==> src/rtl/core/tpq_pkg.sv <==
package tpq_pkg;

   localparam int HANDLE_BITS = 16;
   localparam int COUNT_BITS  = 6;

   localparam logic [1:0] OP_ENQUEUE = 2'd0;
   localparam logic [1:0] OP_DEQUEUE = 2'd1;
   localparam logic [1:0] OP_PEEK    = 2'd2;
   localparam logic [1:0] OP_CLEAR   = 2'd3;

   localparam logic [1:0] STATUS_OK     = 2'd0;
   localparam logic [1:0] STATUS_REJECT = 2'd1;
   localparam logic [1:0] STATUS_EMPTY  = 2'd2;

   typedef enum logic {
      ST_IDLE,
      ST_EXEC
   } tpq_state_type;

   typedef struct packed {
      logic [1:0]             req_type;
      logic                   level;
      logic [HANDLE_BITS-1:0] handle_in;
   } tpq_req_type;

   typedef struct packed {
      logic [1:0]             status;
      logic [HANDLE_BITS-1:0] handle_out;
      logic                   from_level;
      logic [COUNT_BITS-1:0]  total_count;
   } tpq_rsp_type;

endpackage

==> src/rtl/core/two_level_priority_queue.sv <==
// Two-level strict priority queue of packet handles.
// Request channel: a transaction is taken at a rising edge with start high and
// busy low; req_data carries the operation (enqueue, dequeue, peek, clear),
// the level of an enqueued handle and the handle itself.
// Response channel: exactly one response per request, shown on rsp_data for
// one cycle with rsp_valid high. The receiver cannot stall it.
// Order: at the accept edge the request is registered and both level memories
// are read at their head pointers; in the following cycle (busy high) the head
// entries are selected and the tail entry is written, pointers and fill counts
// update and the response is registered onto rsp_data. No new request is taken
// while one executes (busy high), so requests are taken one at a time. A new
// request may be started while the previous response is on rsp_data.
// Reset: pointers and fill counts clear, both levels read as empty. Memory
// contents are not cleared; an entry's value is used only after it was written.
module two_level_priority_queue #(
   parameter int LEVEL_DEPTH = 16
) (
   input  logic                 clock,
   input  logic                 reset,
   input  logic                 start,
   output logic                 busy,
   input  tpq_pkg::tpq_req_type req_data,
   output logic                 rsp_valid,
   output tpq_pkg::tpq_rsp_type rsp_data
);

   localparam int PTR_W = (LEVEL_DEPTH > 1) ? $clog2(LEVEL_DEPTH) : 1;
   localparam int FILL_W = $clog2(LEVEL_DEPTH + 1);
   localparam int SUM_W = FILL_W + 1;
   localparam logic [PTR_W-1:0] PTR_LAST = PTR_W'(LEVEL_DEPTH - 1);
   localparam logic [FILL_W-1:0] FILL_FULL = FILL_W'(LEVEL_DEPTH);

   logic [tpq_pkg::HANDLE_BITS-1:0] high_mem [LEVEL_DEPTH];
   logic [tpq_pkg::HANDLE_BITS-1:0] low_mem  [LEVEL_DEPTH];

   tpq_pkg::tpq_state_type state_ff, state_in;
   tpq_pkg::tpq_req_type   req_ff;
   tpq_pkg::tpq_rsp_type   rsp_ff, rsp_in;
   logic                   rsp_valid_ff, rsp_valid_in;

   logic [tpq_pkg::HANDLE_BITS-1:0] rd_high_ff, rd_low_ff;

   logic [PTR_W-1:0]  high_head_ff, high_head_in, high_tail_ff, high_tail_in;
   logic [PTR_W-1:0]  low_head_ff, low_head_in, low_tail_ff, low_tail_in;
   logic [FILL_W-1:0] high_fill_ff, high_fill_in, low_fill_ff, low_fill_in;
   logic [SUM_W-1:0]  fill_sum;

   logic accept, exec, wr_high, wr_low;

   function automatic logic [PTR_W-1:0] ptr_next(input logic [PTR_W-1:0] p);
      return (p == PTR_LAST) ? '0 : p + PTR_W'(1);
   endfunction

   assign accept = start && !busy;
   assign exec   = (state_ff == tpq_pkg::ST_EXEC);

   always_comb begin
      state_in = state_ff;
      case (state_ff)
         tpq_pkg::ST_IDLE: begin
            if (start) state_in = tpq_pkg::ST_EXEC;
         end
         tpq_pkg::ST_EXEC: state_in = tpq_pkg::ST_IDLE;
         default:          state_in = tpq_pkg::ST_IDLE;
      endcase
   end

   always_comb begin
      case (state_ff)
         tpq_pkg::ST_IDLE: busy = 1'b0;
         tpq_pkg::ST_EXEC: busy = 1'b1;
         default:          busy = 1'b1;
      endcase
   end

   always_comb begin
      high_head_in = high_head_ff;
      high_tail_in = high_tail_ff;
      high_fill_in = high_fill_ff;
      low_head_in  = low_head_ff;
      low_tail_in  = low_tail_ff;
      low_fill_in  = low_fill_ff;
      wr_high      = 1'b0;
      wr_low       = 1'b0;
      rsp_in       = '0;
      rsp_in.status = tpq_pkg::STATUS_OK;
      if (exec) begin
         case (req_ff.req_type)
            tpq_pkg::OP_ENQUEUE: begin
               if (req_ff.handle_in == '0) begin
                  rsp_in.status = tpq_pkg::STATUS_REJECT;
               end else if (req_ff.level) begin
                  if (high_fill_ff == FILL_FULL) begin
                     rsp_in.status = tpq_pkg::STATUS_REJECT;
                  end else begin
                     wr_high      = 1'b1;
                     high_tail_in = ptr_next(high_tail_ff);
                     high_fill_in = high_fill_ff + FILL_W'(1);
                  end
               end else begin
                  if (low_fill_ff == FILL_FULL) begin
                     rsp_in.status = tpq_pkg::STATUS_REJECT;
                  end else begin
                     wr_low      = 1'b1;
                     low_tail_in = ptr_next(low_tail_ff);
                     low_fill_in = low_fill_ff + FILL_W'(1);
                  end
               end
            end
            tpq_pkg::OP_DEQUEUE, tpq_pkg::OP_PEEK: begin
               if (high_fill_ff != '0) begin
                  rsp_in.handle_out = rd_high_ff;
                  rsp_in.from_level = 1'b1;
                  if (req_ff.req_type == tpq_pkg::OP_DEQUEUE) begin
                     high_head_in = ptr_next(high_head_ff);
                     high_fill_in = high_fill_ff - FILL_W'(1);
                  end
               end else if (low_fill_ff != '0) begin
                  rsp_in.handle_out = rd_low_ff;
                  if (req_ff.req_type == tpq_pkg::OP_DEQUEUE) begin
                     low_head_in = ptr_next(low_head_ff);
                     low_fill_in = low_fill_ff - FILL_W'(1);
                  end
               end else begin
                  rsp_in.status = tpq_pkg::STATUS_EMPTY;
               end
            end
            tpq_pkg::OP_CLEAR: begin
               high_head_in = '0;
               high_tail_in = '0;
               high_fill_in = '0;
               low_head_in  = '0;
               low_tail_in  = '0;
               low_fill_in  = '0;
            end
            default: begin
               rsp_in.status = tpq_pkg::STATUS_OK;
            end
         endcase
      end
      fill_sum = SUM_W'(high_fill_in) + SUM_W'(low_fill_in);
      rsp_in.total_count = tpq_pkg::COUNT_BITS'(fill_sum);
      rsp_valid_in = exec;
   end

   always_ff @(posedge clock) begin
      if (wr_high) high_mem[high_tail_ff] <= req_ff.handle_in;
      if (wr_low)  low_mem[low_tail_ff]   <= req_ff.handle_in;
      if (accept) begin
         rd_high_ff <= high_mem[high_head_ff];
         rd_low_ff  <= low_mem[low_head_ff];
         req_ff     <= req_data;
      end
      rsp_ff <= rsp_in;
   end

   always_ff @(posedge clock) begin
      if (reset) begin
         state_ff     <= tpq_pkg::ST_IDLE;
         rsp_valid_ff <= 1'b0;
         high_head_ff <= '0;
         high_tail_ff <= '0;
         high_fill_ff <= '0;
         low_head_ff  <= '0;
         low_tail_ff  <= '0;
         low_fill_ff  <= '0;
      end else begin
         state_ff     <= state_in;
         rsp_valid_ff <= rsp_valid_in;
         high_head_ff <= high_head_in;
         high_tail_ff <= high_tail_in;
         high_fill_ff <= high_fill_in;
         low_head_ff  <= low_head_in;
         low_tail_ff  <= low_tail_in;
         low_fill_ff  <= low_fill_in;
      end
   end

   assign rsp_valid = rsp_valid_ff;
   assign rsp_data  = rsp_ff;

   a_accept_busy: assert property (@(posedge clock) disable iff (reset)
      (start && !busy) |=> busy)
      else $error("accepted transaction did not enter execution");

   a_busy_rsp: assert property (@(posedge clock) disable iff (reset)
      busy |=> (rsp_valid && !busy))
      else $error("execution cycle did not produce one response");

   a_fill_bound: assert property (@(posedge clock) disable iff (reset)
      (high_fill_ff <= FILL_FULL) && (low_fill_ff <= FILL_FULL))
      else $error("level fill count beyond depth");

   a_empty_count: assert property (@(posedge clock) disable iff (reset)
      (rsp_valid && rsp_data.status == tpq_pkg::STATUS_EMPTY) |->
      (rsp_data.total_count == '0 && rsp_data.handle_out == '0))
      else $error("empty response with nonzero count or handle");

endmodule
==> config.mk <==
export PLATFORM = sky130hd
export DESIGN_NAME = two_level_priority_queue
export DESIGN_NICKNAME = d
export VERILOG_FILES = /design/src/rtl/core/tpq_pkg.sv /design/src/rtl/core/two_level_priority_queue.sv
export SDC_FILE = /design/constraint.sdc
export NUM_CORES = 1
export LEC_CHECK = 0
export BUFFER_PORTS_ARGS = -buffer_cell sky130_fd_sc_hd__buf_4
export CORE_ASPECT_RATIO = 2
export CORE_MARGIN = 5
export CORE_UTILIZATION = 27
export DETAILED_ROUTE_END_ITERATION = 10
export HOLD_SLACK_MARGIN = 0.08
export MAX_ROUTING_LAYER = met4
export PLACE_DENSITY = 0.45
export SLEW_MARGIN = 20
export SYNTH_ARGS = -nofsm -noshare
export SYNTH_HDL_FRONTEND = slang
export SYNTH_SLANG_ARGS = --single-unit
==> constraint.sdc <==
create_clock -name clock -period 8.7 [get_ports clock]
set_input_delay 0.87 -clock clock [delete_from_list [all_inputs] [get_ports clock]]
set_output_delay 0.87 -clock clock [all_outputs]
set_load 0.02 [all_outputs]
Word-level counts from Yosys, hierarchy flattened:

Memories as Yosys holds them, arrays and structs flattened. A register that Yosys moved wholly into a read port is not among the register bits.
Cells that the tools add are included.
W data, S select, Z words.

* register bits after elaboration: 72
* memory bits (writable): 512
* input bits: 22
* output and inout port bits: 27
* logic and storage cells: 120
* memories: 2

* add/subtract/negate cells: 9
* eq/ne operators: 18
* multiplexer cells: 61
* bitwise operators: 1
* reduce and logical (&&, ||, !) cells: 14

Memory list
* high_mem: depth 16, bits a word 16, rd ports 1, clocked after memory_dff 1, write ports 1, RTL line two_level_priority_queue.sv:33 `logic [tpq_pkg::HANDLE_BITS-1:0] high_mem [LEVEL_DEPTH];`
* low_mem: depth 16, bits a word 16, rd ports 1, clocked after memory_dff 1, write ports 1, RTL line two_level_priority_queue.sv:34 `logic [tpq_pkg::HANDLE_BITS-1:0] low_mem [LEVEL_DEPTH];`

Operator list (count)
* $mux W5: 13
* $mux W4: 15
* $mux W16: 2
* $pmux W4 S2: 4
* $pmux W5 S3: 2
* $mux W1: 18
* $ne A2 B2 Y1 const B: 9
* $add A4 B1 Y4 const B: 4
* $eq A4 B4 Y1 const B: 4
* $logic_not A16 Y1: 1
* $reduce_and A5 Y1: 3
* $add A5 B1 Y5 const B: 2
* $eq A5 B5 Y1 const B: 2
* $reduce_bool A5 Y1: 2
* $sub A5 B1 Y5 const B: 2
* $mux W2: 4
* $add A5 B5 Y6: 1
* $eq A2 B2 Y1 const B: 2
* $pmux W1 S2: 2
* $pmux W2 S2: 1
* $reduce_and A4 Y1: 1
* $reduce_bool A2 Y1: 2
* $eq A2 B1 Y1 const B: 1
* $logic_not A2 Y1: 1
* 5 further kinds: 5

Logic depth before layout (Yosys ltp):

* depth in word-level cells: 8
* depth in mapped cells: 15
* depth with buffers taken out: 14

Worst setup path before layout:

Ideal clock, no wire load.

* kind: input to register
* from: input port start
* to: register rd_high_ff[0] (netlist name) (read register of high_mem), enable pin
* library setup time: 467 ps
* data arrival time: 3149 ps
* required time: 8233 ps
* path slack: 5085 ps
* cell stages on the path: 1
* cell sequence: nor2b_1

* cells in the longest elaborated chain, start to end: 1

RTL lines
* start, declared: RTL line two_level_priority_queue.sv:20 `input logic start,`
* $logic_and A1 B1 Y1: RTL line two_level_priority_queue.sv:54 `assign accept = start && !busy;`
* end, declared: RTL line two_level_priority_queue.sv:41 `logic [tpq_pkg::HANDLE_BITS-1:0] rd_high_ff, rd_low_ff;`

No other way between the ends.
A chain may end at the register's enable or synchronous reset.

Worst setup path in the final report:

* from: register req_ff[3] (netlist name)
* to: register rsp_ff, in the netlist rsp_data[4]

* cells in the longest elaborated chain, start to end: 5
* elaborated cells on any way between the ends: 8
* those cells by class: 1 x add/sub; 6 x mux; 1 x reduce/logical

RTL lines
* start, declared: RTL line two_level_priority_queue.sv:37 `tpq_pkg::tpq_req_type req_ff;`
* start signal, assigned: RTL line two_level_priority_queue.sv:152 `req_ff <= req_data;`
* $logic_not A16 Y1: RTL line two_level_priority_queue.sv:90 `if (req_ff.handle_in == '0) begin`
* $mux W5: RTL line two_level_priority_queue.sv:90
* $pmux W5 S3: RTL line two_level_priority_queue.sv:88 `case (req_ff.req_type)`
* $mux W5: RTL line two_level_priority_queue.sv:87 `if (exec) begin`
* named net low_fill_in[0]: RTL line two_level_priority_queue.sv:45 `logic [FILL_W-1:0] high_fill_ff, high_fill_in, low_fill_ff, low_fill_in;`
* $add A5 B5 Y6: RTL line two_level_priority_queue.sv:141 `fill_sum = SUM_W'(high_fill_in) + SUM_W'(low_fill_in);`
* named net fill_sum[4]: RTL line two_level_priority_queue.sv:46 `logic [SUM_W-1:0] fill_sum;`
* end signal, assigned: RTL line two_level_priority_queue.sv:154 `rsp_ff <= rsp_in;`
* end, declared: RTL line two_level_priority_queue.sv:38 `tpq_pkg::tpq_rsp_type rsp_ff, rsp_in;`

The timed path passes the listed nets, and every way through them passes these cells.

==> impl_metrics.toml <==
[power_and_ir_drop]
power.density_nw_per_um2 = 207
total_power_mw = 5.74
ir_drop_v = 0.000150
power_leakage_nw = 8.49

[route]
wl_met3_um = 1500
drcViolationCount = 0
routedWlPerCell_um = 25.2
drtAntennaViolNets = 0
wl_met1_um = 22800
highest_layer = "met4"
dr.pass1.iters = 5
met2WireLength_um = 35700
drt_iter0_drc = 807
vias_per_cell = 4.65
wirelength_um = 62100
vias = 11442

[sta]
final_hold_viol_count = 0
finalCritPeriodShare = 0.432
maxSlewViolCount = 0
clock_skew_ps = 15.5
maxSlewHeadroom = 0.253
fmax_mhz = 266
final.min_clock_period_ps = 3760
fin_tns_setup_ps = 0
setup_viol_count_final = 0
rsz0062_at_grt = "false"
worst_pin_slew_ps = 1120

[critical_path]
end_kind = "flip-flop"
cp.arrival_ps = 4240
crit_chain = "buf_4 > nor4_2 > and4_1 > nor3_2 > mux2i_1 > o21ai_0 > ha_1 > inv_1 > fa_1 > inv_1 > a21o_1 > a21oi_1 > xnor2_1"
timing.rr.end = "rsp_data[4]"
crit_top_cell = "inv_1"
crit_required_ps = 9180
crit_path_start_kind = "flip-flop"
worst_path_max_delay_cell = "nor4_2"
r2r-start = "req_ff[3]"
rrSetupSlack_ps = 4940
r2r_cells = 13
critPathMaxStageDelay_ps = 910
worst-setup-path-type = "reg -> reg"
critPathMaxFanout = 33

[yosys]
syn_nets = 1196
yosys_warnings = 0
netlist_instances = 1151
synth_edf_count = 563
mappedNetlistArea_sq_um = 23900
synthArstFlopShare = 0
ys_ff_latch = 616
synth_cell_types = 70
seq_area_frac_synth = 0.751
syn_area_per_cell_sq_um = 20.8
synthFlopType = "edfxtp_1"

[hold_path]
min-delay-start = "req_data[13]"
min_path_type = "in -> reg"
hold_depth = 1
min_to = "req_ff[13]"

[clock_network]
cts_resized = 0
cts.sinks = 616
postCtsHoldBufs = 0
cts_root_buf = "clkbuf_16"
cts-htree-levels = 2
cts_buffers = 54
clkLatencyLatePin_ps = 600
cts_tree = "done"
clockBufferDepth = 3
clk_pin_slew_ps = 70
post_cts_buffers = 0

[place]
post-dp-hpwl_um = 38700
io_buffer_count = 48
gp_congestion = 0.810

[floorplanning]
row_count = 154
io_pins = 49
die_w_um = 220
start_util = 0.272
coreArea_sq_um = 88100
die_h_um = 431
dieArea_sq_um = 95000

[grt]
grt_max_degree = 57
track_usage = 0.135
antenna_found_initial = 3
grt_overflow = 0
grt_pass1_wl_um = 90200
grt_pass1_vias = 12600

[finish]
multiInputGateArea_sq_um = 5750
ff_latch_area_sq_um = 18000
nets = 1291
fillers = 8468
area_growth_pct = 15.9
layout-drive-gt1-share = 0.305

[status]
status = "completed"

[flow_run]
drv_cap = 0
## cell usage in the layout (no fill, tap or decap), drive strengths merged, types with 3 or more instances in the layout
master / count
clkbuf: 65
nand2: 23
buf: 102
a41oi: 5
nor2b: 9
dfxtp: 53
clkinv: 28
and2: 3
or4b: 3
mux4: 160
a21o: 3
nor4b: 5
a311oi: 5
o2bb2ai: 3
inv: 24
a311o: 3
nand2b: 16
bufinv: 3
mux2i: 6
nor3: 21
edfxtp: 563
a31oi: 5
or3: 3
ha: 22
xnor2: 3
a21oi: 16
o21ai: 12
nor2: 45
nand3: 14
a22o: 16
nor4: 11
## metal layers
layer,track usage,vias up
met5,-,-
met4,0.0457,0
met3,0.0142,89
met2,0.254,198
met1,0.145,6190
li1,-,4965
## stage by stage
stage               std cells  hold slack, ps  worst slack [ps]  cell area (sq um)   util
detailed placement       2359             453              4560              26000  0.295
global route             2461             416              4680              27700  0.315
global placement         2359             452              4590              26000  0.295
CTS                      2459             400              4500              27700  0.314
finish                   2461             446              4940              27700  0.315
floorplan                1151             436              5080              23900      -
## Yosys cell counts (11+ instances only)
cell type | count | share of area
inv_1 | 21 | 0.0033
nand2b_1 | 16 | 0.0042
nor4_1 | 11 | 0.0029
nor2_1 | 45 | 0.0071
mux4_2 | 160 | 0.15
a22o_1 | 16 | 0.0059
o21ai_0 | 11 | 0.0023
clkbuf_1 | 37 | 0.0058
edfxtp_1 | 563 | 0.71
nor3_1 | 18 | 0.0038
nand2_1 | 22 | 0.0035
nand3_1 | 14 | 0.0029
dfxtp_1 | 53 | 0.044
a21oi_1 | 15 | 0.0031
buf_2 | 14 | 0.0029
ha_1 | 22 | 0.012
## registers in the layout (all words and copies together) (netlist names)
register and cells:
high_tail_ff 4, low_mem 256, high_head_ff 4, rd_low_ff 16, req_ff 19, high_mem 256
low_head_ff 4, low_tail_ff 4, exec 1, low_fill_ff 5, rd_high_ff 16, high_fill_ff 5
rsp_data 25, rsp_valid 1
## power by group
group | internal (mW) | leakage, nW | switching (mW) | total [mW]
registers | 3.24 | 5.52 | 0.0119 | 3.26
logic | 0.0417 | 2.14 | 0.100 | 0.142
clock network | 1.25 | 0.825 | 1.09 | 2.34
total | 4.54 | 8.49 | 1.20 | 5.74
## critical path: cells and delay by family, from the launching register on
family | cells | cell delay [ps]
mux | 1 | 180
simple gates | 3 | 1530
xor+xnor | 1 | 120
flops | 1 | 360
fa+ha+maj | 2 | 640
compound gates | 3 | 400
buf+inv | 3 | 390
## area by class of cell
cell class	instances	share of cell area
clock buffer	65	0.0510
multi-input combinational	451	0.208
sequential	616	0.649
timing repair buffer	102	0.0279
antenna	1	0.0000903
tap	1170	0.0528
clock inverter	35	0.00921
inverter	21	0.00284
## logic make-up (layout without fill, tap and decap cells)
kind of cell / count (synthesis) / count (layout) / share of synthesized area
adders and majority gates: 23 / 23 / 0.0123
AOI/OAI and AO/OA: 95 / 95 / 0.0301
buffers and inverters: 84 / 223 / 0.0147
muxes: 166 / 166 / 0.153
xor gates and xnor gates: 3 / 3 / 0.00110
and+or+nand+nor: 164 / 164 / 0.0374
other: 0 / 1 / 0
DFF: 616 / 616 / 0.751
## how the worst max path moves through the flow
stage	startpoint	to	slack (ps)
2_1_floorplan	start	rd_high_ff[0]	5080
3_3_place_gp	req_ff[13]	low_mem[9][2]	4590
3_5_place_dp	req_ff[13]	rsp_data[4]	4560
4_1_cts	req_ff[13]	rsp_data[4]	4500
5_1_grt	req_ff[3]	rsp_data[4]	4680
6_report	req_ff[3]	rsp_data[4]	4940
No activity file was read; power rests on OpenSTA's default activity.
